==> config.mk <==
export PLATFORM = sky130hd
export DESIGN_NAME = vcc_cell
export DESIGN_NICKNAME = d
export VERILOG_FILES = /design/src/rtl/vcc_pkg.sv /design/src/rtl/vcc_cell.sv
export SDC_FILE = /design/constraint.sdc
export NUM_CORES = 2
export LEC_CHECK = 0
export BUFFER_PORTS_ARGS = -buffer_cell sky130_fd_sc_hd__buf_4
export CAP_MARGIN = 30
export CORE_MARGIN = 3
export CORE_UTILIZATION = 45
export DETAILED_ROUTE_END_ITERATION = 8
export GPL_TIMING_DRIVEN = 0
export PLACE_DENSITY_LB_ADDON = 0.3
export RECOVER_POWER = 25
export SYNTH_ARGS = -nofsm -noshare
export SYNTH_HDL_FRONTEND = slang
export SYNTH_SLANG_ARGS = --single-unit
==> constraint.sdc <==
create_clock -name clk -period 3.65 [get_ports clk]
set_input_delay 0.1825 -clock clk [delete_from_list [all_inputs] [get_ports clk]]
set_output_delay 0.1825 -clock clk [all_outputs]
set_load 0.01 [all_outputs]
==> src/rtl/vcc_pkg.sv <==
// Shared constants, types and register codes for the Voronoi cell classifier.
// No dependencies; every other file of the block imports this package.
package vcc_pkg;

    // Sizes of the generator store and of the coordinate fields
    localparam int MAX_GEN    = 64;
    localparam int COORD_W    = 16;
    localparam int SLOT_W     = 6;
    localparam int BW_W       = 15;
    localparam int CNT_W      = 7;
    localparam int IDX_W      = $clog2(MAX_GEN);
    localparam int CNT_EFF_W  = $clog2(MAX_GEN + 1);

    // Distance arithmetic: squares, their sum and the bit-serial root
    localparam int PROD_W     = 2 * COORD_W;
    localparam int SQ_W       = PROD_W + 1;
    localparam int ROOT_W     = (SQ_W + 1) / 2;
    localparam int RAD_W      = 2 * ROOT_W;
    localparam int REM_W      = ROOT_W + 3;

    // Systolic row: a cell's distance reaches the min-two merge LAG stages later
    localparam int LAG        = 3;
    localparam int CELL_N     = MAX_GEN + LAG;
    localparam int CELL_IDX_W = $clog2(CELL_N);

    // Edge band arithmetic, one bit above the coordinate so 1.0 fits
    localparam int EDGE_W     = COORD_W + 1;
    localparam logic [EDGE_W-1:0] ONE_FIX = EDGE_W'(1) << COORD_W;

    // Configuration port
    localparam int ADDR_W     = 3;
    localparam int DATA_W     = 32;
    localparam int REG_IDX_W  = ADDR_W - 2;
    localparam logic [REG_IDX_W-1:0] REG_BORDER_WIDTH = REG_IDX_W'(0);
    localparam logic [REG_IDX_W-1:0] REG_GEN_COUNT    = REG_IDX_W'(1);

    // Request opcodes
    localparam logic OP_LOAD  = 1'b0;
    localparam logic OP_QUERY = 1'b1;

    typedef struct packed {
        logic [BW_W-1:0]  border_width;
        logic [CNT_W-1:0] generator_count;
    } cfg_t;

    // One stage of the generator row
    typedef struct packed {
        logic               valid;
        logic               op;
        logic [SLOT_W-1:0]  slot;
        logic [COORD_W-1:0] x;
        logic [COORD_W-1:0] y;
        logic               in_band;
        logic [COORD_W-1:0] dx;
        logic [COORD_W-1:0] dy;
        logic [PROD_W-1:0]  px;
        logic [PROD_W-1:0]  py;
        logic [SQ_W-1:0]    sq;
        logic               have1;
        logic               have2;
        logic [SQ_W-1:0]    s1;
        logic [SQ_W-1:0]    s2;
        logic [IDX_W-1:0]   best;
    } stage_t;

    // One stage of the dual square-root chain
    typedef struct packed {
        logic              valid;
        logic              query;
        logic              in_band;
        logic              have2;
        logic [IDX_W-1:0]  best;
        logic [RAD_W-1:0]  rad1;
        logic [RAD_W-1:0]  rad2;
        logic [REM_W-1:0]  rem1;
        logic [REM_W-1:0]  rem2;
        logic [ROOT_W-1:0] root1;
        logic [ROOT_W-1:0] root2;
    } root_t;

endpackage

==> src/rtl/vcc_cell.sv <==
// One stage of the systolic generator row: holds one generator, starts its distance
// and folds an earlier generator's squared distance into the nearest-two record.
// Depends on vcc_pkg for stage_t and sizes.
module vcc_cell (
    input  logic                            clk,
    input  logic                            rst_n,
    input  logic                            adv,
    input  logic [vcc_pkg::CELL_IDX_W-1:0]  idx,
    input  logic [vcc_pkg::CNT_EFF_W-1:0]   count_eff,
    input  vcc_pkg::stage_t                 stage_in,
    output vcc_pkg::stage_t                 stage_out
);
    import vcc_pkg::*;

    logic [COORD_W-1:0] gx_reg;
    logic [COORD_W-1:0] gy_reg;
    logic               gen_wr;
    logic               merge_en;
    logic               valid_reg;
    stage_t             stage_reg;
    stage_t             stage_next;

    // A load writes this cell's generator as it passes
    assign gen_wr = adv && stage_in.valid && (stage_in.op == OP_LOAD) &&
                    (CELL_IDX_W'(stage_in.slot) == idx);

    always_ff @(posedge clk)
    begin
        if (gen_wr)
        begin
            gx_reg <= stage_in.x;
            gy_reg <= stage_in.y;
        end
    end

    // Squared distance arriving here belongs to generator idx-LAG
    assign merge_en = (32'(idx) >= LAG) && ((32'(idx) - LAG) < 32'(count_eff));

    always_comb
    begin
        stage_next = stage_in;
        // own generator: absolute differences
        stage_next.dx = (gx_reg > stage_in.x) ? gx_reg - stage_in.x : stage_in.x - gx_reg;
        stage_next.dy = (gy_reg > stage_in.y) ? gy_reg - stage_in.y : stage_in.y - gy_reg;
        // previous cell's differences: squares
        stage_next.px = PROD_W'(stage_in.dx) * PROD_W'(stage_in.dx);
        stage_next.py = PROD_W'(stage_in.dy) * PROD_W'(stage_in.dy);
        // two cells back: sum
        stage_next.sq = SQ_W'(stage_in.px) + SQ_W'(stage_in.py);
        // three cells back: nearest-two update, strict compare keeps the lowest slot
        if (merge_en)
        begin
            if (!stage_in.have1 || (stage_in.sq < stage_in.s1))
            begin
                stage_next.s2    = stage_in.s1;
                stage_next.have2 = stage_in.have1;
                stage_next.s1    = stage_in.sq;
                stage_next.have1 = 1'b1;
                stage_next.best  = IDX_W'(idx - CELL_IDX_W'(LAG));
            end
            else if (!stage_in.have2 || (stage_in.sq < stage_in.s2))
            begin
                stage_next.s2    = stage_in.sq;
                stage_next.have2 = 1'b1;
            end
        end
    end

    always_ff @(posedge clk or negedge rst_n)
    begin
        if (!rst_n)
            valid_reg <= 1'b0;
        else if (adv)
            valid_reg <= stage_in.valid;
    end

    always_ff @(posedge clk)
    begin
        if (adv)
            stage_reg <= stage_next;
    end

    always_comb
    begin
        stage_out       = stage_reg;
        stage_out.valid = valid_reg;
    end

endmodule

==> flow_summary.ini <==
[outcome]
status = finished with violations
violations = max-capacitance violations, max-slew violations, negative setup slack

[logic_synthesis]
syn-cell-area_sq_um = 30100
ys_seq_area_share_pct = 27.3
synth_top_family_by_area = adder cells
async_reset_ff_share_pct = 0.365
synthTopCellsByArea = edfxtp_1 (27%), fa_1 (22%), ha_1 (15%)
synthAdderAreaFrac_pct = 37.0
synth_top_area_share_pct = 27.2
synthMuxAreaShare_pct = 2.29
syn_avg_cell_area_sq_um = 10.1
ys.flop_type = edfxtp_1
synth.ff_latch_count = 274
yosys.area.top_type = edfxtp_1
synth_compound_area_share_pct = 10.4
synth_xor_area_share_pct = 3.75
yosys.area_share.simple_pct = 9.82
postSynthCellCount = 2973
yosysWarnings = 0
synth-edff-count = 273
yosysUniqueCellTypes = 80

[critical_path]
worstPathRequired_ns = 3.91
cp_max_fo = 4
r2r_cells = 10
startpoint_type = input port
r2r_setup_slack_ns = 0.15
worstSetupEndpointType = flip-flop
r2r-start = gy_reg[13]
cp_data_arrival_time_ns = 5.64
r2r-end = stage_out[185]
crit_type = input port to flip-flop

[sta]
worstMarginPinSlew_ns = 3.55
clock_skew_ns = 0.0165
fin_crit_ns = 5.38
fmax_ghz = 0.186
min_period_over_period_pct = 147
setup_viol = 80
rsz0062_at_grt = true
tns_ns = -90.64
drv_slew = 58
timing.hold.ws_ns = 0.0290
hold_viol_final = 0
slew_headroom_pct = -137
fin_ws_ns = -1.73

[die]
start_util_pct = 45.6
die_y_um = 265
num_rows = 94
die-area_sq_um = 70000
fp.dieW_um = 265
boundaryPins = 505
coreArea_sq_um = 66000

[global_routing]
grt_pass1_wl_um = 141000
track_usage_pct = 25.6
gr-total-overflow = 0
antenna_found_initial = 13
grt_pass1_vias = 25900
grt_max_degree = 109

[run]
maxCapViolations = 1

[placed_design]
dp_hpwl_um = 69600
gp_congestion = 0.922
io_buffers = 499

[clock_tree]
clock-sinks = 274
cts-root-buf = clkbuf_16
tritoncts.num_buffers = 37
clk_path_buf_depth = 3
cts_tree = done
htreeDepth = 2
path_clk_slew_ns = 0.05
clk_latency_ns = 0.54

[hold_path]
hold_path_depth = 2
min_from = stage_in[139]
holdPathEnd = stage_out[74]
min_path_type = input port to flip-flop

[layout]
final_nets = 4765
multi_input_area_sq_um = 20300
area_delta_synth_final_pct = 35.8
n_fill_cell = 5342
regArea_sq_um = 8220
drive_above_1_share_pct = 25.7
largest_reg_flops = 241

[power]
total_leakage_power_nw = 20.0
ir_drop_v = 0.00146
pwr_density_cell_nw_per_um2 = 907

[routing]
avgRoutedWirePerCell_um = 19.7
viasPerCell = 5.31
drtIter0Drc = 1568
drc = 0
vias = 25000
routed_wl_um = 93000
firstDrtPassIters = 6
ant_nets = 0
per-stage QoR:
stage / util, % / total power, mW / cell area, sq um / worst slack (ns) / std cells
after floorplan: - / 21.2 / 30800 / -2.00 / 2974
final: 62.0 / 37.1 / 40900 / -1.73 / 4712
after detailed placement: 54.1 / 26.6 / 35700 / -2.72 / 4344
after CTS: 60.7 / 34.1 / 40100 / -1.77 / 4641
after global placement: 53.9 / 26.2 / 35600 / -3.79 / 4337
after global routing: 62.0 / 40.3 / 40900 / -1.90 / 4711
where the power goes:
part	total [mW]	switching [mW]	internal, mW
Clock	3.73	1.45	2.28
Combinational	28.1	14.5	13.7
Sequential	5.22	0.187	5.04
Total	37.1	16.1	21.0
metal layers:
layer	part of all wire [%]	up-vias	global-route usage, %
li1	-	11500	-
met1	40	12300	31.6
met2	49	936	43.9
met4	4.5	6	10.3
met3	7.1	275	5.34
met5	0.037	-	0
worst max-delay path, cell delays in order:
cell       delay (ns)
buf_8            0.10
clkbuf_16        0.15
nand2_4          0.06
inv_2            0.04
fa_1             0.54
inv_2            0.04
fa_1             0.52
inv_1            0.05
fa_1             0.47
inv_1            0.05
fa_1             0.47
inv_1            0.05
fa_1             0.47
inv_1            0.05
fa_1             0.49
inv_2            0.05
ha_4             0.23
a21oi_2          0.15
o21ai_2          0.10
or3_1            0.33
o221a_4          0.25
a41oi_4          0.21
a21oi_4          0.10
a311oi_2         0.24
o21bai_1         0.10
xor2_1           0.16
cells by family after synthesis:
logic type	Yosys count
multiplexers	63
AO/OA/AOI/OAI	462
flip-flops	274
other	1
buffers and inverters	746
XOR/XNOR	129
AND/OR/NAND/NOR	605
adder cells (fa/ha/maj)	693
cell usage in the layout (no fill, tap or decap), types with 54 or more instances in the layout:
master,n
inv_1,617
buf_4,541
ha_1,331
fa_1,315
edfxtp_1,273
nand2_1,174
dlygate4sd3_1,152
a21oi_1,98
xnor2_1,85
nor2_1,82
and2_1,73
clkbuf_1,72
a21o_1,69
clkbuf_16,61
nor3_1,54
synthesized netlist by cell type (5+ instances only):
cell type  instances
mux2_2             8
nor4_1             6
o21ai_0           68
nor3_1            59
a21oi_1          124
inv_1            669
xor2_1            41
o2111ai_1          5
a221o_1           34
a21boi_0           7
a21o_1            69
and2_1            86
clkbuf_1          65
nand4_1           21
a221oi_1           6
a211oi_1          26
nor2b_1           21
fa_1             329
a2111oi_0          6
nand3_1           24
a211o_1            5
nor2_1            94
or3_1             10
ha_1             364
o211ai_1           7
o21ai_1           17
mux2_1            39
nand2_1          220
nand2b_1          23
buf_2              6
and3_1            15
edfxtp_1         273
a31oi_1           10
o21a_1            16
o21bai_1          11
xnor2_1           88
a31o_2             7
mux2i_1           16
area by class of cell:
type,instances,share of cell area (%)
sequential,274,20.1
clock inverter,23,0.646
clock buffer,43,2.32
buffer,75,2.31
inverter,669,6.19
antenna,10,0.0612
multi-input combinational,1954,49.6
tap,864,2.64
timing repair buffer,800,16.1
what timing repair did:
item / CTS / global route
pin swaps: 104 / 76
gates resized for setup: 240 / 149
hold buffers: 152 / 0
buffers inserted: 75 / 64
endpoints found under the hold margin: 151 / 0
setup endpoints to repair: 48 / 130
gates cloned: 4 / 1
how the worst max path moves through the flow:
stage,start,end,slack [ns]
finish,stage_in[195],stage_out[163],-1.73
global placement,adv,gy_reg[9],-3.79
detailed placement,stage_in[186],stage_out[135],-2.72
global route,stage_in[195],stage_out[164],-1.90
floorplan,stage_in[195],stage_out[163],-2.00
CTS,stage_in[195],stage_out[163],-1.77
No activity file was read; power rests on OpenSTA's default activity.
