$ cat src/rtl/vcc_pkg.sv
// Shared constants, types and register codes for the Voronoi cell classifier.
// No dependencies; every other file of the block imports this package.
package vcc_pkg;

    // Sizes of the generator store and of the coordinate fields
    localparam int MAX_GEN    = 64;
    localparam int COORD_W    = 16;
    localparam int SLOT_W     = 6;
    localparam int BW_W       = 15;
    localparam int CNT_W      = 7;
    localparam int IDX_W      = $clog2(MAX_GEN);
    localparam int CNT_EFF_W  = $clog2(MAX_GEN + 1);

    // Distance arithmetic: squares, their sum and the bit-serial root
    localparam int PROD_W     = 2 * COORD_W;
    localparam int SQ_W       = PROD_W + 1;
    localparam int ROOT_W     = (SQ_W + 1) / 2;
    localparam int RAD_W      = 2 * ROOT_W;
    localparam int REM_W      = ROOT_W + 3;

    // Systolic row: a cell's distance reaches the min-two merge LAG stages later
    localparam int LAG        = 3;
    localparam int CELL_N     = MAX_GEN + LAG;
    localparam int CELL_IDX_W = $clog2(CELL_N);

    // Edge band arithmetic, one bit above the coordinate so 1.0 fits
    localparam int EDGE_W     = COORD_W + 1;
    localparam logic [EDGE_W-1:0] ONE_FIX = EDGE_W'(1) << COORD_W;

    // Configuration port
    localparam int ADDR_W     = 3;
    localparam int DATA_W     = 32;
    localparam int REG_IDX_W  = ADDR_W - 2;
    localparam logic [REG_IDX_W-1:0] REG_BORDER_WIDTH = REG_IDX_W'(0);
    localparam logic [REG_IDX_W-1:0] REG_GEN_COUNT    = REG_IDX_W'(1);

    // Request opcodes
    localparam logic OP_LOAD  = 1'b0;
    localparam logic OP_QUERY = 1'b1;

    typedef struct packed {
        logic [BW_W-1:0]  border_width;
        logic [CNT_W-1:0] generator_count;
    } cfg_t;

    // One stage of the generator row
    typedef struct packed {
        logic               valid;
        logic               op;
        logic [SLOT_W-1:0]  slot;
        logic [COORD_W-1:0] x;
        logic [COORD_W-1:0] y;
        logic               in_band;
        logic [COORD_W-1:0] dx;
        logic [COORD_W-1:0] dy;
        logic [PROD_W-1:0]  px;
        logic [PROD_W-1:0]  py;
        logic [SQ_W-1:0]    sq;
        logic               have1;
        logic               have2;
        logic [SQ_W-1:0]    s1;
        logic [SQ_W-1:0]    s2;
        logic [IDX_W-1:0]   best;
    } stage_t;

    // One stage of the dual square-root chain
    typedef struct packed {
        logic              valid;
        logic              query;
        logic              in_band;
        logic              have2;
        logic [IDX_W-1:0]  best;
        logic [RAD_W-1:0]  rad1;
        logic [RAD_W-1:0]  rad2;
        logic [REM_W-1:0]  rem1;
        logic [REM_W-1:0]  rem2;
        logic [ROOT_W-1:0] root1;
        logic [ROOT_W-1:0] root2;
    } root_t;

endpackage

$ cat src/rtl/vcc_sqrt_stage.sv
// One digit step of two parallel bit-serial integer square roots (floor).
// Depends on vcc_pkg for root_t and sizes.
module vcc_sqrt_stage (
    input  logic             clk,
    input  logic             rst_n,
    input  logic             adv,
    input  vcc_pkg::root_t   rin,
    output vcc_pkg::root_t   rout
);
    import vcc_pkg::*;

    logic [REM_W-1:0] rem_sh1;
    logic [REM_W-1:0] rem_sh2;
    logic [REM_W-1:0] trial1;
    logic [REM_W-1:0] trial2;
    logic             valid_reg;
    root_t            root_reg;
    root_t            root_next;

    // Bring down the next two radicand bits and try root*4+1
    assign rem_sh1 = {rin.rem1[REM_W-3:0], rin.rad1[RAD_W-1:RAD_W-2]};
    assign rem_sh2 = {rin.rem2[REM_W-3:0], rin.rad2[RAD_W-1:RAD_W-2]};
    assign trial1  = REM_W'({rin.root1, 2'b01});
    assign trial2  = REM_W'({rin.root2, 2'b01});

    always_comb
    begin
        root_next      = rin;
        root_next.rad1 = rin.rad1 << 2;
        root_next.rad2 = rin.rad2 << 2;
        if (rem_sh1 >= trial1)
        begin
            root_next.rem1  = rem_sh1 - trial1;
            root_next.root1 = {rin.root1[ROOT_W-2:0], 1'b1};
        end
        else
        begin
            root_next.rem1  = rem_sh1;
            root_next.root1 = {rin.root1[ROOT_W-2:0], 1'b0};
        end
        if (rem_sh2 >= trial2)
        begin
            root_next.rem2  = rem_sh2 - trial2;
            root_next.root2 = {rin.root2[ROOT_W-2:0], 1'b1};
        end
        else
        begin
            root_next.rem2  = rem_sh2;
            root_next.root2 = {rin.root2[ROOT_W-2:0], 1'b0};
        end
    end

    always_ff @(posedge clk or negedge rst_n)
    begin
        if (!rst_n)
            valid_reg <= 1'b0;
        else if (adv)
            valid_reg <= rin.valid;
    end

    always_ff @(posedge clk)
    begin
        if (adv)
            root_reg <= root_next;
    end

    always_comb
    begin
        rout       = root_reg;
        rout.valid = valid_reg;
    end

endmodule

$ cat config.mk
export PLATFORM = sky130hd
export DESIGN_NAME = vcc_sqrt_stage
export DESIGN_NICKNAME = d
export VERILOG_FILES = /design/src/rtl/vcc_pkg.sv /design/src/rtl/vcc_sqrt_stage.sv
export SDC_FILE = /design/constraint.sdc
export NUM_CORES = 1
export LEC_CHECK = 0
export BUFFER_PORTS_ARGS = -buffer_cell sky130_fd_sc_hd__buf_2
export CAP_MARGIN = 20
export CORE_UTILIZATION = 51
export CTS_CLUSTER_SIZE = 28
export DETAILED_ROUTE_END_ITERATION = 7
export PLACE_DENSITY = 0.89
export SKIP_LAST_GASP = 1
export SLEW_MARGIN = 20
export SYNTH_ARGS = -nofsm -noshare
export SYNTH_HDL_FRONTEND = slang
export SYNTH_SLANG_ARGS = --single-unit
$ cat constraint.sdc
create_clock -name clk -period 2.16 [get_ports clk]
set_input_delay 0.324 -clock clk [delete_from_list [all_inputs] [get_ports clk]]
set_output_delay 0.324 -clock clk [all_outputs]
set_load 0.1 [all_outputs]
==> results summary <==
The run finished with clean final reports. The origin of the worst min-delay path is rin[98]. The number of placed instances, taps included is 1,110. The later pin in the worst-skew pair is clocked with a latency of 0.42 ns. The sum of overflow across all layers after global routing came out at 0. The root buffer cell chosen for the clock tree is sky130_fd_sc_hd__clkbuf_16. After layout, the minimum clock period comes to 2.15 ns.

Net switching is 41.1% of the power. The most used flip-flop cell after synthesis is sky130_fd_sc_hd__edfxtp_1. The number of warnings printed during yosys synthesis is 0. The highest net fanout along the worst path is 6. Cells fill 78.9% of the core in the end. The number of synthesized flops with an enable pin is 147.

The placeable core area came out at 0.0132 sq mm. The routed wirelength normalized by instance count came out at 18.9 um. The worst register-to-register path has a setup slack of 1.40 ns. The flip-flop and latch count after synthesis is 148. For this design the static power due to leakage is 4.88 nW. The fill cell instance count of the final layout came out at 806. The class of the tightest hold or removal check is input port to register. The number of sinks handled by clock tree synthesis came out at 148.

The initial antenna violation count is 0. The final cell area excluding filler cells is 0.0105 sq mm. The minimum setup slack after placement is -0.458 ns.

The summed instance area of the synthesized netlist is 0.00693 sq mm. The overall die area is 0.0140 sq mm. The post-synthesis cell type count is 50. The overall power consumption is 10.5 mW. The total inserted antenna cells came out at 0.

The startpoint type of the worst setup path is an input port. The total power divided by cell area is 1000 mW/mm^2. The number of maximum-capacitance violations came out at 0. The remaining number of nets flagged by the antenna check after routing is 0. The worst setup path is captured at a register. Entering global routing, the biggest net connects 37 pins.

The final count of pins violating max slew is 0. The power spent charging and discharging nets is 4.31 mW. The global-route usage over all layers came out at 31.1%.

The register cell area after layout came out at 0.00444 sq mm. The instance area after placement came out at 0.00977 sq mm. The flip-flop count of the largest register, all copies and words added is 147. The mean cell area of the mapped netlist came out at 13.3 sq um. The wire length of the first global-routing pass is 32.8 mm. The synthesized instance count came out at 519. The most frequent standard cell in the layout excluding fill and tap cells is sky130_fd_sc_hd__buf_2.

The synthesis-to-finish area growth came out at 50.9%. The count of nets after finishing is 1,149. The arrival time reported for the critical path endpoint came out at 2.32 ns.

The clock-pin transition on the worst setup and hold timing paths came out at 0.07 ns. The startpoint of the worst-slack reg-to-reg timing path is valid_reg. The worst path meets setup with 0.0117 ns of slack. At the worst endpoint, the required time is 2.34 ns. The boundary pin count is 307. The number of buffers added by the clock tree synthesis step came out at 17. Setup repair after global routing could not meet its margin everywhere. After detailed routing, the total wire length is 21.6 mm. The residual DRC count is 0.

The per-cell via count in the routed design came out at 5.40. Of all flip-flops after synthesis, the portion carrying an async set or reset was 0.676%. The part of the Yosys area used for sequential elements came out at 64.1%.

The row count came out at 42. The internal power component is 6.19 mW. The number of cells in the finished layout apart from fillers came out at 1,145. The relative slew slack came out at 64.9%. The number of global-route vias before repair came out at 6,241. The number of cells on the worst reg-to-reg path is 1. Counting instances, the worst hold path has a depth of 1. The sequential share of power is 34.2%. The number of setup violations in the final report came out at 0. The sum of negative setup slack came out at 0 ns. The layout cell share with drive strength beyond 1 came out at 52.9%. The share of the clock period used by the worst path after layout came out at 99.5%. The worst supply voltage drop on vdd came out at 479 uV.

The post-DP HPWL came out at 15.9 mm. Leaving out fill and tap cells, the most frequent cells in the layout are sky130_fd_sc_hd__buf_2, sky130_fd_sc_hd__edfxtp_1, sky130_fd_sc_hd__buf_4. The path with the worst hold slack has its endpoint at rout[100]. The count of input and output buffers is 298. The total number of vias came out at 6,178. The CTS tree is built.

The iteration count of the initial detailed-routing pass is 7. The clock tree buffer depth is 2. The proportion of power drawn by the clock network is 28.7%. The maximum frequency from static timing analysis came out at 465 MHz. At the pin with the least slew margin, the transition time is 0.530 ns. The initial standard-cell utilization of the core is 52.3%.

The final hold violation count came out at 0. The maximum level of the CTS H-tree came out at 4. The starting DRC count in detailed routing is 562. In the final layout, the multi-input gates occupy 0.00245 sq mm.

The setup skew after layout is 0 ns. The smallest hold slack came out at 0.0646 ns. In this run, the combinational gates consume 37.0% of the power. The width of the die is 119 um. In this run the vertical extent of the chip is 119 um. The worst register-to-register path ends at valid_reg. At the end of routability-driven placement, the weighted congestion stood at 0.930. The worst setup path is of the input port to register kind.
cell families after synthesis:
family / after synthesis / synth area share (%)
buffers and inverters: 63 / 3.96
DFF: 148 / 64.1
xor gates and xnor gates: 34 / 4.30
adders and majority gates: 38 / 6.87
other: 1 / 0.0541
AOI/OAI and AO/OA: 126 / 11.8
and+or+nand+nor: 91 / 5.96
muxes: 18 / 2.96
power by group through the flow:
stage	registers, mW	clock network [mW]	logic, mW
final	3.59	3.02	3.89
after global routing	3.61	3.17	4.02
after detailed placement	3.65	0	3.81
after global placement	3.63	0	3.74
after CTS	3.60	3.05	3.84
after floorplan	5.72	0	0.792
worst max-delay path by stage:
stage                       start        to  slack, ns  depth (start not counted)
after global routing      rin[27]  rout[71]      -0.07                          9
after detailed placement   rin[2]  rout[43]      -0.46                         12
final                      rin[2]  rout[49]       0.01                         12
after CTS                  rin[2]  rout[49]       0.01                         11
after global placement    rin[17]  rout[70]      -0.37                         10
after floorplan           rin[34]  rout[49]      -0.16                          8
cell usage after synthesis, types with 8 or more instances:
| cell | n | area (sq um) |
|---|---|---|
| sky130_fd_sc_hd__buf_4 | 8 | 60.1 |
| sky130_fd_sc_hd__edfxtp_1 | 147 | 4410 |
| sky130_fd_sc_hd__ha_1 | 38 | 475 |
| sky130_fd_sc_hd__o21ai_0 | 28 | 140 |
| sky130_fd_sc_hd__a21oi_1 | 34 | 170 |
| sky130_fd_sc_hd__xor2_1 | 13 | 114 |
| sky130_fd_sc_hd__nand2_1 | 34 | 128 |
| sky130_fd_sc_hd__mux2_2 | 16 | 180 |
| sky130_fd_sc_hd__nor2_1 | 24 | 90.1 |
| sky130_fd_sc_hd__inv_1 | 45 | 169 |
| sky130_fd_sc_hd__xnor2_1 | 21 | 184 |
| sky130_fd_sc_hd__a21o_1 | 19 | 143 |
cell type report:
cell class	count	area share [%]
Sequential cell	148	42.5
Timing Repair Buffer	432	24.5
Multi-Input combinational cell	311	23.5
Clock buffer	17	4.07
Tap cell	176	2.11
Inverter	46	1.77
Clock inverter	15	1.63
what timing repair did:
action / 4_1_cts / 5_1_grt
endpoints found under the setup margin: 2 / 35
cloned: 0 / 0
gates resized for setup: 0 / 12
hold buffers: 1 / 0
setup buffers: 1 / 1
endpoints found under the hold margin: 1 / 0
pin swaps: 2 / 4
worst max-delay path, stage by stage:
cell,delay [ns]
sky130_fd_sc_hd__buf_2,0.10
sky130_fd_sc_hd__inv_1,0.11
sky130_fd_sc_hd__ha_4,0.23
sky130_fd_sc_hd__buf_4,0.13
sky130_fd_sc_hd__o211a_1,0.12
sky130_fd_sc_hd__o31a_1,0.13
sky130_fd_sc_hd__o21ai_2,0.22
sky130_fd_sc_hd__a31oi_4,0.13
sky130_fd_sc_hd__a221oi_4,0.32
sky130_fd_sc_hd__buf_12,0.17
sky130_fd_sc_hd__inv_2,0.05
sky130_fd_sc_hd__mux2_4,0.29
per-layer routing:
| layer | vias up | track usage (%) | share of wire (%) |
|---|---|---|---|
| li1 | 2807 | - | - |
| met5 | - | 0 | 0 |
| met3 | 75 | 6.08 | 6.4 |
| met4 | 0 | 16.1 | 4.0 |
| met1 | 2940 | 34.4 | 36 |
| met2 | 356 | 56.4 | 53 |
Power figures use the tool's default switching activity.
