File: src/rtl/vcc_pkg.sv
// Shared constants, types and register codes for the Voronoi cell classifier.
// No dependencies; every other file of the block imports this package.
package vcc_pkg;

    // Sizes of the generator store and of the coordinate fields
    localparam int MAX_GEN    = 64;
    localparam int COORD_W    = 16;
    localparam int SLOT_W     = 6;
    localparam int BW_W       = 15;
    localparam int CNT_W      = 7;
    localparam int IDX_W      = $clog2(MAX_GEN);
    localparam int CNT_EFF_W  = $clog2(MAX_GEN + 1);

    // Distance arithmetic: squares, their sum and the bit-serial root
    localparam int PROD_W     = 2 * COORD_W;
    localparam int SQ_W       = PROD_W + 1;
    localparam int ROOT_W     = (SQ_W + 1) / 2;
    localparam int RAD_W      = 2 * ROOT_W;
    localparam int REM_W      = ROOT_W + 3;

    // Systolic row: a cell's distance reaches the min-two merge LAG stages later
    localparam int LAG        = 3;
    localparam int CELL_N     = MAX_GEN + LAG;
    localparam int CELL_IDX_W = $clog2(CELL_N);

    // Edge band arithmetic, one bit above the coordinate so 1.0 fits
    localparam int EDGE_W     = COORD_W + 1;
    localparam logic [EDGE_W-1:0] ONE_FIX = EDGE_W'(1) << COORD_W;

    // Configuration port
    localparam int ADDR_W     = 3;
    localparam int DATA_W     = 32;
    localparam int REG_IDX_W  = ADDR_W - 2;
    localparam logic [REG_IDX_W-1:0] REG_BORDER_WIDTH = REG_IDX_W'(0);
    localparam logic [REG_IDX_W-1:0] REG_GEN_COUNT    = REG_IDX_W'(1);

    // Request opcodes
    localparam logic OP_LOAD  = 1'b0;
    localparam logic OP_QUERY = 1'b1;

    typedef struct packed {
        logic [BW_W-1:0]  border_width;
        logic [CNT_W-1:0] generator_count;
    } cfg_t;

    // One stage of the generator row
    typedef struct packed {
        logic               valid;
        logic               op;
        logic [SLOT_W-1:0]  slot;
        logic [COORD_W-1:0] x;
        logic [COORD_W-1:0] y;
        logic               in_band;
        logic [COORD_W-1:0] dx;
        logic [COORD_W-1:0] dy;
        logic [PROD_W-1:0]  px;
        logic [PROD_W-1:0]  py;
        logic [SQ_W-1:0]    sq;
        logic               have1;
        logic               have2;
        logic [SQ_W-1:0]    s1;
        logic [SQ_W-1:0]    s2;
        logic [IDX_W-1:0]   best;
    } stage_t;

    // One stage of the dual square-root chain
    typedef struct packed {
        logic              valid;
        logic              query;
        logic              in_band;
        logic              have2;
        logic [IDX_W-1:0]  best;
        logic [RAD_W-1:0]  rad1;
        logic [RAD_W-1:0]  rad2;
        logic [REM_W-1:0]  rem1;
        logic [REM_W-1:0]  rem2;
        logic [ROOT_W-1:0] root1;
        logic [ROOT_W-1:0] root2;
    } root_t;

endpackage

File: src/rtl/vcc_cfg.sv
// APB-style configuration registers: border width and generator count.
// Depends on vcc_pkg for register codes and cfg_t.
module vcc_cfg (
    input  logic                          clk,
    input  logic                          rst_n,
    input  logic                          psel,
    input  logic                          penable,
    input  logic                          pwrite,
    input  logic [vcc_pkg::ADDR_W-1:0]    paddr,
    input  logic [vcc_pkg::DATA_W-1:0]    pwdata,
    output logic [vcc_pkg::DATA_W-1:0]    prdata,
    output logic                          pready,
    output vcc_pkg::cfg_t                 cfg
);
    import vcc_pkg::*;

    logic [BW_W-1:0]      bw_reg;
    logic [BW_W-1:0]      bw_next;
    logic [CNT_W-1:0]     cnt_reg;
    logic [CNT_W-1:0]     cnt_next;
    logic [REG_IDX_W-1:0] reg_idx;
    logic                 wr_en;

    assign pready  = 1'b1;
    assign reg_idx = paddr[ADDR_W-1:2];
    assign wr_en   = psel && penable && pwrite;

    // Register write decode
    always_comb
    begin
        bw_next  = bw_reg;
        cnt_next = cnt_reg;
        if (wr_en)
        begin
            case (reg_idx)
                REG_BORDER_WIDTH: bw_next  = pwdata[BW_W-1:0];
                REG_GEN_COUNT:    cnt_next = pwdata[CNT_W-1:0];
                default:          ;
            endcase
        end
    end

    always_ff @(posedge clk or negedge rst_n)
    begin
        if (!rst_n)
        begin
            bw_reg  <= '0;
            cnt_reg <= CNT_W'(1);
        end
        else
        begin
            bw_reg  <= bw_next;
            cnt_reg <= cnt_next;
        end
    end

    // Read mux
    always_comb
    begin
        case (reg_idx)
            REG_BORDER_WIDTH: prdata = DATA_W'(bw_reg);
            REG_GEN_COUNT:    prdata = DATA_W'(cnt_reg);
            default:          prdata = '0;
        endcase
    end

    assign cfg.border_width    = bw_reg;
    assign cfg.generator_count = cnt_reg;

endmodule

File: config.mk
export PLATFORM = sky130hd
export DESIGN_NAME = vcc_cfg
export DESIGN_NICKNAME = d
export VERILOG_FILES = /design/src/rtl/vcc_pkg.sv /design/src/rtl/vcc_cfg.sv
export SDC_FILE = /design/constraint.sdc
export NUM_CORES = 1
export LEC_CHECK = 0
export ABC_CLOCK_PERIOD_IN_PS = 900
export BUFFER_PORTS_ARGS = -buffer_cell sky130_fd_sc_hd__buf_2
export CORE_MARGIN = 4
export CORE_UTILIZATION = 35
export DETAILED_ROUTE_END_ITERATION = 8
export PLACE_DENSITY_LB_ADDON = 0.08
export SLEW_MARGIN = 20
export SYNTH_ARGS = -nofsm -noshare
export SYNTH_HDL_FRONTEND = slang
export SYNTH_SLANG_ARGS = --single-unit
File: constraint.sdc
create_clock -name clk -period 0.9 [get_ports clk]
set_clock_uncertainty 0.15 [all_clocks]
set_input_delay 0.09 -clock clk [delete_from_list [all_inputs] [get_ports clk]]
set_output_delay 0.09 -clock clk [all_outputs]
set_load 0.005 [all_outputs]
==> metrics.yaml, run 1 <==
status: "finished, violations left"
violations: "negative hold slack, negative setup slack"
layout_setup_ws_ns: -0.461
yosysSeqAreaShare: 0.471
netlist_instances: 84
drt-vias-per-instance: 4.25
max_cap_violations: 0
pin_count: 95
dr.pass1.iters: 2
htree_levels: 1
drt-total-wl_mm: 2.58
layout.nets: 198
critPathLaunchType: "flop"
first_iter_violations: 25
grt_pass1_wl_mm: 3.91
cts_tree: "yes"
holdWs_ns: -0.145
dr_total_vias: 854
cts_buffers: 3
hold_violations: 22
design.core.area_um2: 3130
worst-endpoint-required_ns: 0.66
r2r_start: "cnt_reg[4]$_DFFE_PN0P_"
multiInputGateArea_um2: 559
grt_pass1_vias: 835
setup_viol: 58
peakVddDrop_mv: 0.844
final_antenna_net_count: 0
synth_seq_cells: 22
grt_util_met3: 0.0272
ys_types: 11
postPlaceCellArea_um2: 1470
setup_tns_ns: -11.84
powerDensity_nw_per_um2: 1860
rsz0062_at_grt: "yes"
clock_path_buffers: 2
drc: 0
grt_max_degree: 16
final_cell_area_um2: 1720
critPathMaxStageDelay_ns: 0.42
clockRootBuffer: "clkbuf_4"
drv_slew: 0
cp-end-kind: "output port"
r2r-end: "cnt_reg[4]$_DFFE_PN0P_"
gr-total-overflow: 0
worst_path_max_delay_cell: "dfrtp_1"
holdPathEnd: "bw_reg[8]$_DFFE_PN0P_"
largest_reg_flops: 15
power.total_mw: 3.19
wl_per_cell_um: 12.9
postCtsHoldBufs: 1
hp-class: "in2reg"
grt.busiest_layer: "met2"
dieArea_um2: 4340
insertion_delay_ns: 0.30
met2_usage: 0.188
fin_util: 0.550
grtUsageTotal: 0.116
diodes: 0
min_period_ns: 1.36
p_leak_nw: 0.954
rrSetupSlack_ns: -0.14
syn_area_um2: 1170
grt_antenna_before_repair: 0
arrival_ns: 1.12
fmax_mhz: 735
r2r_cells: 2
layout-drive-gt1-share: 0.694
gp_congestion: 0.623
nFillCells: 277
dp_hpwl_mm: 1.85
yosys_warnings: 0
cp_num_buf_inv: 1
num_rows: 20
die_w_um: 65.9
syn-mean-instance-area_um2: 14.0
regArea_um2: 552
cts.sinks: 22
clk_pin_slew_worst_paths_ns: 0.13
path_cells: "mux2_4 > buf_6"
start_util: 0.375
use_met1: 0.157
hold_path_startpoint: "pwdata[8]"
crit_family: "flip-flops"
min_path_cells: 2
path_class: "reg2out"
area_growth_pct: 46.6
worstPathMaxFanout: 3
io_buffers: 57
finalCritPeriodShare: 1.51
die_h_um: 65.9
[how the worst max path moves through the flow]
stage                                      from                     end  slack [ns]  depth (start not counted)
after floorplan                        paddr[2]   bw_reg[0]$_DFFE_PN0P_       -0.25                          4
after global placement                 paddr[2]  bw_reg[10]$_DFFE_PN0P_       -0.24                          4
after detailed placement               paddr[2]  bw_reg[11]$_DFFE_PN0P_       -0.25                          4
after CTS                 bw_reg[5]$_DFFE_PN0P_               prdata[5]       -0.47                          2
after global routing      bw_reg[3]$_DFFE_PN0P_               prdata[3]       -0.50                          2
final                     bw_reg[5]$_DFFE_PN0P_               prdata[5]       -0.46                          2
[area by class of cell]
class                           instances  share of cell area
Multi-Input combinational cell         57               0.325
Sequential cell                        22               0.321
Timing Repair Buffer                   74               0.306
Tap cell                               44              0.0320
Clock buffer                            4              0.0153
[power by group]
part	total, mW	internal, mW	switching, mW
combinational	1.35	0.935	0.417
sequential	1.37	1.21	0.155
clock	0.472	0.173	0.300
total	3.19	2.32	0.872
[timing repair]
| item | in CTS | in global routing |
|---|---|---|
| resized for setup | 20 | 14 |
| buffers inserted | 8 | 8 |
| setup endpoints to repair | 58 | 59 |
| endpoints found under the hold margin | 44 | 22 |
[cell usage after synthesis]
cell	count	area share
dfrtp_1	21	0.45
conb_1	2	0.0064
mux2_4	10	0.13
buf_4	18	0.12
buf_6	2	0.019
nand4_2	1	0.011
mux2_2	19	0.18
nand4b_4	1	0.020
buf_2	1	0.0043
dfstp_2	1	0.022
nor2b_1	8	0.043
[cell families after synthesis]
| group | after synthesis | share of synthesized area |
|---|---|---|
| multiplexers | 29 | 0.311 |
| flip-flops | 22 | 0.471 |
| buffers and inverters | 21 | 0.139 |
| AND/OR/NAND/NOR | 10 | 0.0736 |
| other | 2 | 0.00641 |
[cell usage in the layout, fill, tap and decap left out]
cell type / netlist / layout
dfstp_2: 1 / 1
mux2_4: 10 / 19
conb_1: 2 / 18
buf_12: 0 / 1
nor2b_1: 8 / 7
dlygate4sd3_1: 0 / 1
buf_6: 2 / 19
clkbuf_4: 0 / 3
nand4b_4: 1 / 1
buf_2: 1 / 46
nand4_2: 1 / 1
clkbuf_1: 0 / 1
nor2b_4: 0 / 1
mux2_2: 19 / 10
buf_4: 18 / 7
dfrtp_1: 21 / 21
[stage by stage]
| stage | instances | worst slack, ns |
|---|---|---|
| after floorplan | 100 | -0.252 |
| after global placement | 186 | -0.239 |
| after detailed placement | 186 | -0.252 |
| after CTS | 199 | -0.466 |
| after global routing | 201 | -0.501 |
| final | 201 | -0.461 |
[layer usage]
layer  share of wire  wire, um
met5               0         0
met4               0         0
met3            0.10       261
met2            0.47      1200
met1            0.43      1120
No activity file was read; power rests on OpenSTA's default activity.
==> run 2: changes to the inputs <==
--- a/config.mk
+++ b/config.mk
@@ -12,2 +12,3 @@
 export DETAILED_ROUTE_END_ITERATION = 8
+export MAX_ROUTING_LAYER = met4
 export PLACE_DENSITY_LB_ADDON = 0.08
==> constraint.sdc (replaced) <==
create_clock -name clk -period 0.9 [get_ports clk]
set_clock_uncertainty 0.15 [all_clocks]
set_input_delay 0.18 -clock clk [delete_from_list [all_inputs] [get_ports clk]]
set_output_delay 0.18 -clock clk [all_outputs]
set_load 0.005 [all_outputs]
==> metrics.yaml, run 2 (synthesis gave the netlist of run 1 again) <==
critPathLaunchType: "flop"
grt_max_degree: 23  # +7
peakVddDrop_mv: 0.931  # +10%
worst-endpoint-required_ns: 0.57  # -0.09 ns
cts_buffers: 3  # unchanged
grt_pass1_wl_mm: 4.40  # +13%
nFillCells: 267  # -3.6%
design.core.area_um2: 3130  # unchanged
clk_pin_slew_worst_paths_ns: 0.12  # about the same
largest_reg_flops: 15  # unchanged
setup_tns_ns: -17.56  # -5.71 ns
cts.sinks: 22  # unchanged
pin_count: 95  # unchanged
clockRootBuffer: "clkbuf_4"
drv_slew: 0  # unchanged
gp_congestion: 0.693  # +11%
place_ws_ns: -0.418  # -0.166 ns
drc: 0  # unchanged
layout_setup_ws_ns: -0.543  # -0.0812 ns
placed_cells: 202  # +8.6%
finalCritPeriodShare: 1.60  # +0.0902
die_w_um: 65.9  # unchanged
layout_common_cells: "buf_2 (45), buf_6 (24), mux2_4 (23)"
grt_antenna_before_repair: 0  # unchanged
clock_path_buffers: 2  # unchanged
final_antenna_net_count: 0  # unchanged
htree_levels: 1  # unchanged
layout.nets: 212  # +7.1%
max_cap_violations: 0  # unchanged
first_iter_violations: 5  # -80%
mostFrequentLayoutCell: "buf_2"
dr.pass1.iters: 4  # +2
p_leak_nw: 1.05  # +10%
grtUsageTotal: 0.135  # +0.0196
final_cells: 215  # +7.0%
wl_per_cell_um: 13.5  # +4.8%
hold_violations: 22  # unchanged
drt-total-wl_mm: 2.90  # +12%
dp_hpwl_mm: 2.07  # +12%
num_rows: 20  # unchanged
postCtsHoldBufs: 1  # unchanged
drt-vias-per-instance: 4.21  # -0.82%
arrival_ns: 1.11  # about the same
path_class: "reg2out"
dieArea_um2: 4340  # unchanged
min_period_ns: 1.44  # +0.0812 ns
start_util: 0.375  # unchanged
worstPathMaxFanout: 2  # -1
power.total_mw: 3.51  # +9.9%
insertion_delay_ns: 0.31  # about the same
dr_total_vias: 906  # +6.1%
holdWs_ns: -0.0551  # +0.0901 ns
gr-total-overflow: 0  # unchanged
die_h_um: 65.9  # unchanged
grt_pass1_vias: 959  # +15%
cp-end-kind: "output port"
status: "finished, violations left"
rsz0062_at_grt: "yes"
fmax_mhz: 693  # -5.6%
hp-class: "in2reg"
io_buffers: 57  # unchanged
diodes: 0  # unchanged
powerDensity_nw_per_um2: 1870  # +0.57%
cts_tree: "yes"
setup_viol: 59  # +1.7%
violations: "negative hold slack, negative setup slack"
area_growth_pct: 60.3
layout-drive-gt1-share: 0.725  # +0.0309
-- run 2: cell type report --
cell class              count  area, um2  area share
flip-flops and latches     22        552       0.294
repair buffers             88        653       0.348
well taps                  44       55.1      0.0293
multi-input cells          57        583       0.310
clock buffers               4       36.3      0.0193
-- run 2: what timing repair did --
item,4_1_cts,5_1_grt
hold endpoints to repair,44,22
cloned,0,0
setup endpoints to repair,59,59
setup buffers,2,8
resized for setup,24,16
-- run 2: per-layer routing --
metal | vias up | global-route usage | share of wire
li1 | 422 | - | -
met4 | 0 | 0.0466 | 0.0093
met1 | 432 | 0.151 | 0.40
met5 | - | - | 0
met3 | 4 | 0.0289 | 0.085
met2 | 48 | 0.238 | 0.50
-- run 2: worst paths after layout --
| path | slack, ns | endpoint | from | cells past startpoint |
|---|---|---|---|---|
| max | -0.54 | prdata[0] | bw_reg[0]$_DFFE_PN0P_ | 2 |
| max reg2reg | -0.25 | cnt_reg[4]$_DFFE_PN0P_ | cnt_reg[4]$_DFFE_PN0P_ | 3 |
| max in group asynchronous | 0.19 | cnt_reg[0]$_DFFE_PN1P_ | rst_n | 3 |
| min | -0.06 | bw_reg[10]$_DFFE_PN0P_ | pwdata[10] | 2 |
| min in group asynchronous | 0.19 | bw_reg[13]$_DFFE_PN0P_ | rst_n | 3 |
| min reg2reg | 0.38 | bw_reg[10]$_DFFE_PN0P_ | bw_reg[10]$_DFFE_PN0P_ | 1 |
-- run 2: worst max-delay path, cell delays in order, from the launching register on --
cell     delay [ns]
dfrtp_1        0.41
mux2_4         0.28
buf_6          0.12
-- run 2: stage by stage --
stage	cell area [um2]	util
2_1_floorplan	1250	-
3_3_place_gp	1600	0.510
3_5_place_dp	1600	0.510
4_1_cts	1770	0.566
5_1_grt	1880	0.601
6_report	1880	0.601
-- run 2: power by group --
group / switching [mW] / total [mW] / internal, mW / leakage [nW]
Clock: 0.297 / 0.545 / 0.247 / 0.0210
Sequential: 0.137 / 1.35 / 1.21 / 0.263
Combinational: 0.492 / 1.62 / 1.12 / 0.767
==> run 3: changes to the inputs <==
- CTS_BUF_LIST: not set -> sky130_fd_sc_hd__clkbuf_16
==> metrics.yaml, run 3 (synthesis gave the netlist of run 1 again) <==
dieArea_um2: 4340  # unchanged
clockRootBuffer: "clkbuf_16"
violations: "negative setup slack"
setup_viol: 58  # -1.7%
p_int_mw: 2.91  # +13%
dr_total_vias: 885  # -2.3%
grtUsageTotal: 0.135  # unchanged
num_rows: 20  # unchanged
min_period_ns: 1.36  # -0.0804 ns
finalCritPeriodShare: 1.51  # -0.0893
max_cap_violations: 0  # unchanged
path_class: "reg2out"
power.net_switching_uw: 958  # +3.4%
wl_per_cell_um: 13.6  # +0.70%
gp_congestion: 0.693  # unchanged
drt-total-wl_mm: 2.89  # -0.24%
p_sw_frac: 0.247  # -0.0164
combPwrFrac: 0.410  # -0.050
htree_levels: 1  # unchanged
grt_pass1_wl_mm: 4.45  # +1.3%
layout_common_cells: "buf_2 (41), buf_6 (27), dfrtp_1 (21)"
setup_tns_ns: -14.01  # +3.54 ns
clk_pin_slew_worst_paths_ns: 0.06  # -0.06 ns
layout-drive-gt1-share: 0.716  # -0.00917
rsz0062_at_grt: "yes"
dp_hpwl_mm: 2.07  # unchanged
pin_count: 95  # unchanged
clock_path_buffers: 2  # unchanged
diodes: 0  # unchanged
die_w_um: 65.9  # unchanged
status: "finished, violations left"
rrSetupSlack_ns: -0.23  # +0.02 ns
final_antenna_net_count: 0  # unchanged
start_util: 0.375  # unchanged
hp-class: "in2reg"
powerDensity_nw_per_um2: 2010  # +7.6%
clockPowerShare: 0.240  # +0.085
io_buffers: 57  # unchanged
first_iter_violations: 8  # +3
p_leak_nw: 1.05  # about the same
worstPathMaxFanout: 2  # unchanged
design.core.area_um2: 3130  # unchanged
area_growth_pct: 64.2
mostFrequentLayoutCell: "buf_2"
drv_slew: 0  # unchanged
gr-total-overflow: 0  # unchanged
peakVddDrop_mv: 0.973  # +4.5%
power_frac_seq: 0.350  # -0.034
grt_max_degree: 23  # unchanged
largest_reg_flops: 15  # unchanged
cts_buffers: 3  # unchanged
cts_tree: "yes"
hold_violations: 0  # -100%
grt_pass1_vias: 947  # -1.3%
layout_setup_ws_ns: -0.462  # +0.0804 ns
worst-endpoint-required_ns: 0.57  # about the same
holdWs_ns: 0.0126  # +0.0676 ns
grt_antenna_before_repair: 0  # unchanged
arrival_ns: 1.03  # -0.08 ns
cts.sinks: 22  # unchanged
drt-vias-per-instance: 4.15  # -1.4%
layout.nets: 210  # -0.94%
drc: 0  # unchanged
fmax_mhz: 734  # +5.9%
critPathLaunchType: "flop"
dr.pass1.iters: 2  # -2
die_h_um: 65.9  # unchanged
cp-end-kind: "output port"
insertion_delay_ns: 0.25  # -0.06 ns
run 3: power by group through the flow:
stage | Sequential [mW] | Clock [mW] | Combinational, mW
after CTS | 1.34 | 0.955 | 1.42
after floorplan | 1.39 | 0 | 0.513
after global routing | 1.39 | 1.03 | 1.72
after detailed placement | 1.35 | 0 | 1.17
after global placement | 1.35 | 0 | 1.15
final | 1.36 | 0.929 | 1.59
run 3: timing repair:
action / in CTS / in global routing
buffers inserted: 3 / 8
gates resized for setup: 29 / 18
pin swaps: 1 / 0
hold buffers: 1 / 0
endpoints found under the hold margin: 22 / 0
setup endpoints to repair: 59 / 59
run 3: critical path, stage by stage (launching register included):
cell,delay [ns]
dfrtp_1,0.39
mux2_4,0.28
buf_6,0.12
run 3: per-stage QoR:
stage | setup slack [ns] | instance area, um2 | power (mW) | util | std cells
2_1_floorplan | -0.341 | 1250 | 1.90 | - | 100
3_3_place_gp | -0.383 | 1600 | 2.50 | 0.510 | 202
3_5_place_dp | -0.418 | 1600 | 2.52 | 0.510 | 202
4_1_cts | -0.461 | 1840 | 3.72 | 0.587 | 210
5_1_grt | -0.494 | 1930 | 4.13 | 0.616 | 213
6_report | -0.462 | 1930 | 3.87 | 0.616 | 213
run 3: worst paths after layout:
path	from	to	depth (start not counted)
max in group asynchronous	rst_n	cnt_reg[0]$_DFFE_PN1P_	3
max	bw_reg[0]$_DFFE_PN0P_	prdata[0]	2
min in group asynchronous	rst_n	cnt_reg[4]$_DFFE_PN0P_	3
min	pwdata[10]	bw_reg[10]$_DFFE_PN0P_	2
max reg2reg	bw_reg[5]$_DFFE_PN0P_	bw_reg[5]$_DFFE_PN0P_	3
min reg2reg	bw_reg[10]$_DFFE_PN0P_	bw_reg[10]$_DFFE_PN0P_	1
run 3: cell type report:
cell class | count | area [um2]
Sequential cell | 22 | 552
Timing Repair Buffer | 86 | 672
Multi-Input combinational cell | 57 | 568
Fill cell | 252 | 1200
Clock inverter | 1 | 3.75
Tap cell | 44 | 55.1
Clock buffer | 3 | 75.1
run 3: layer usage:
| metal | GRT usage | part of all wire |
|---|---|---|
| met1 | 0.159 | 0.39 |
| met2 | 0.237 | 0.52 |
| met3 | 0.0289 | 0.084 |
| met4 | 0.0311 | 0.0035 |
| met5 | - | 0 |
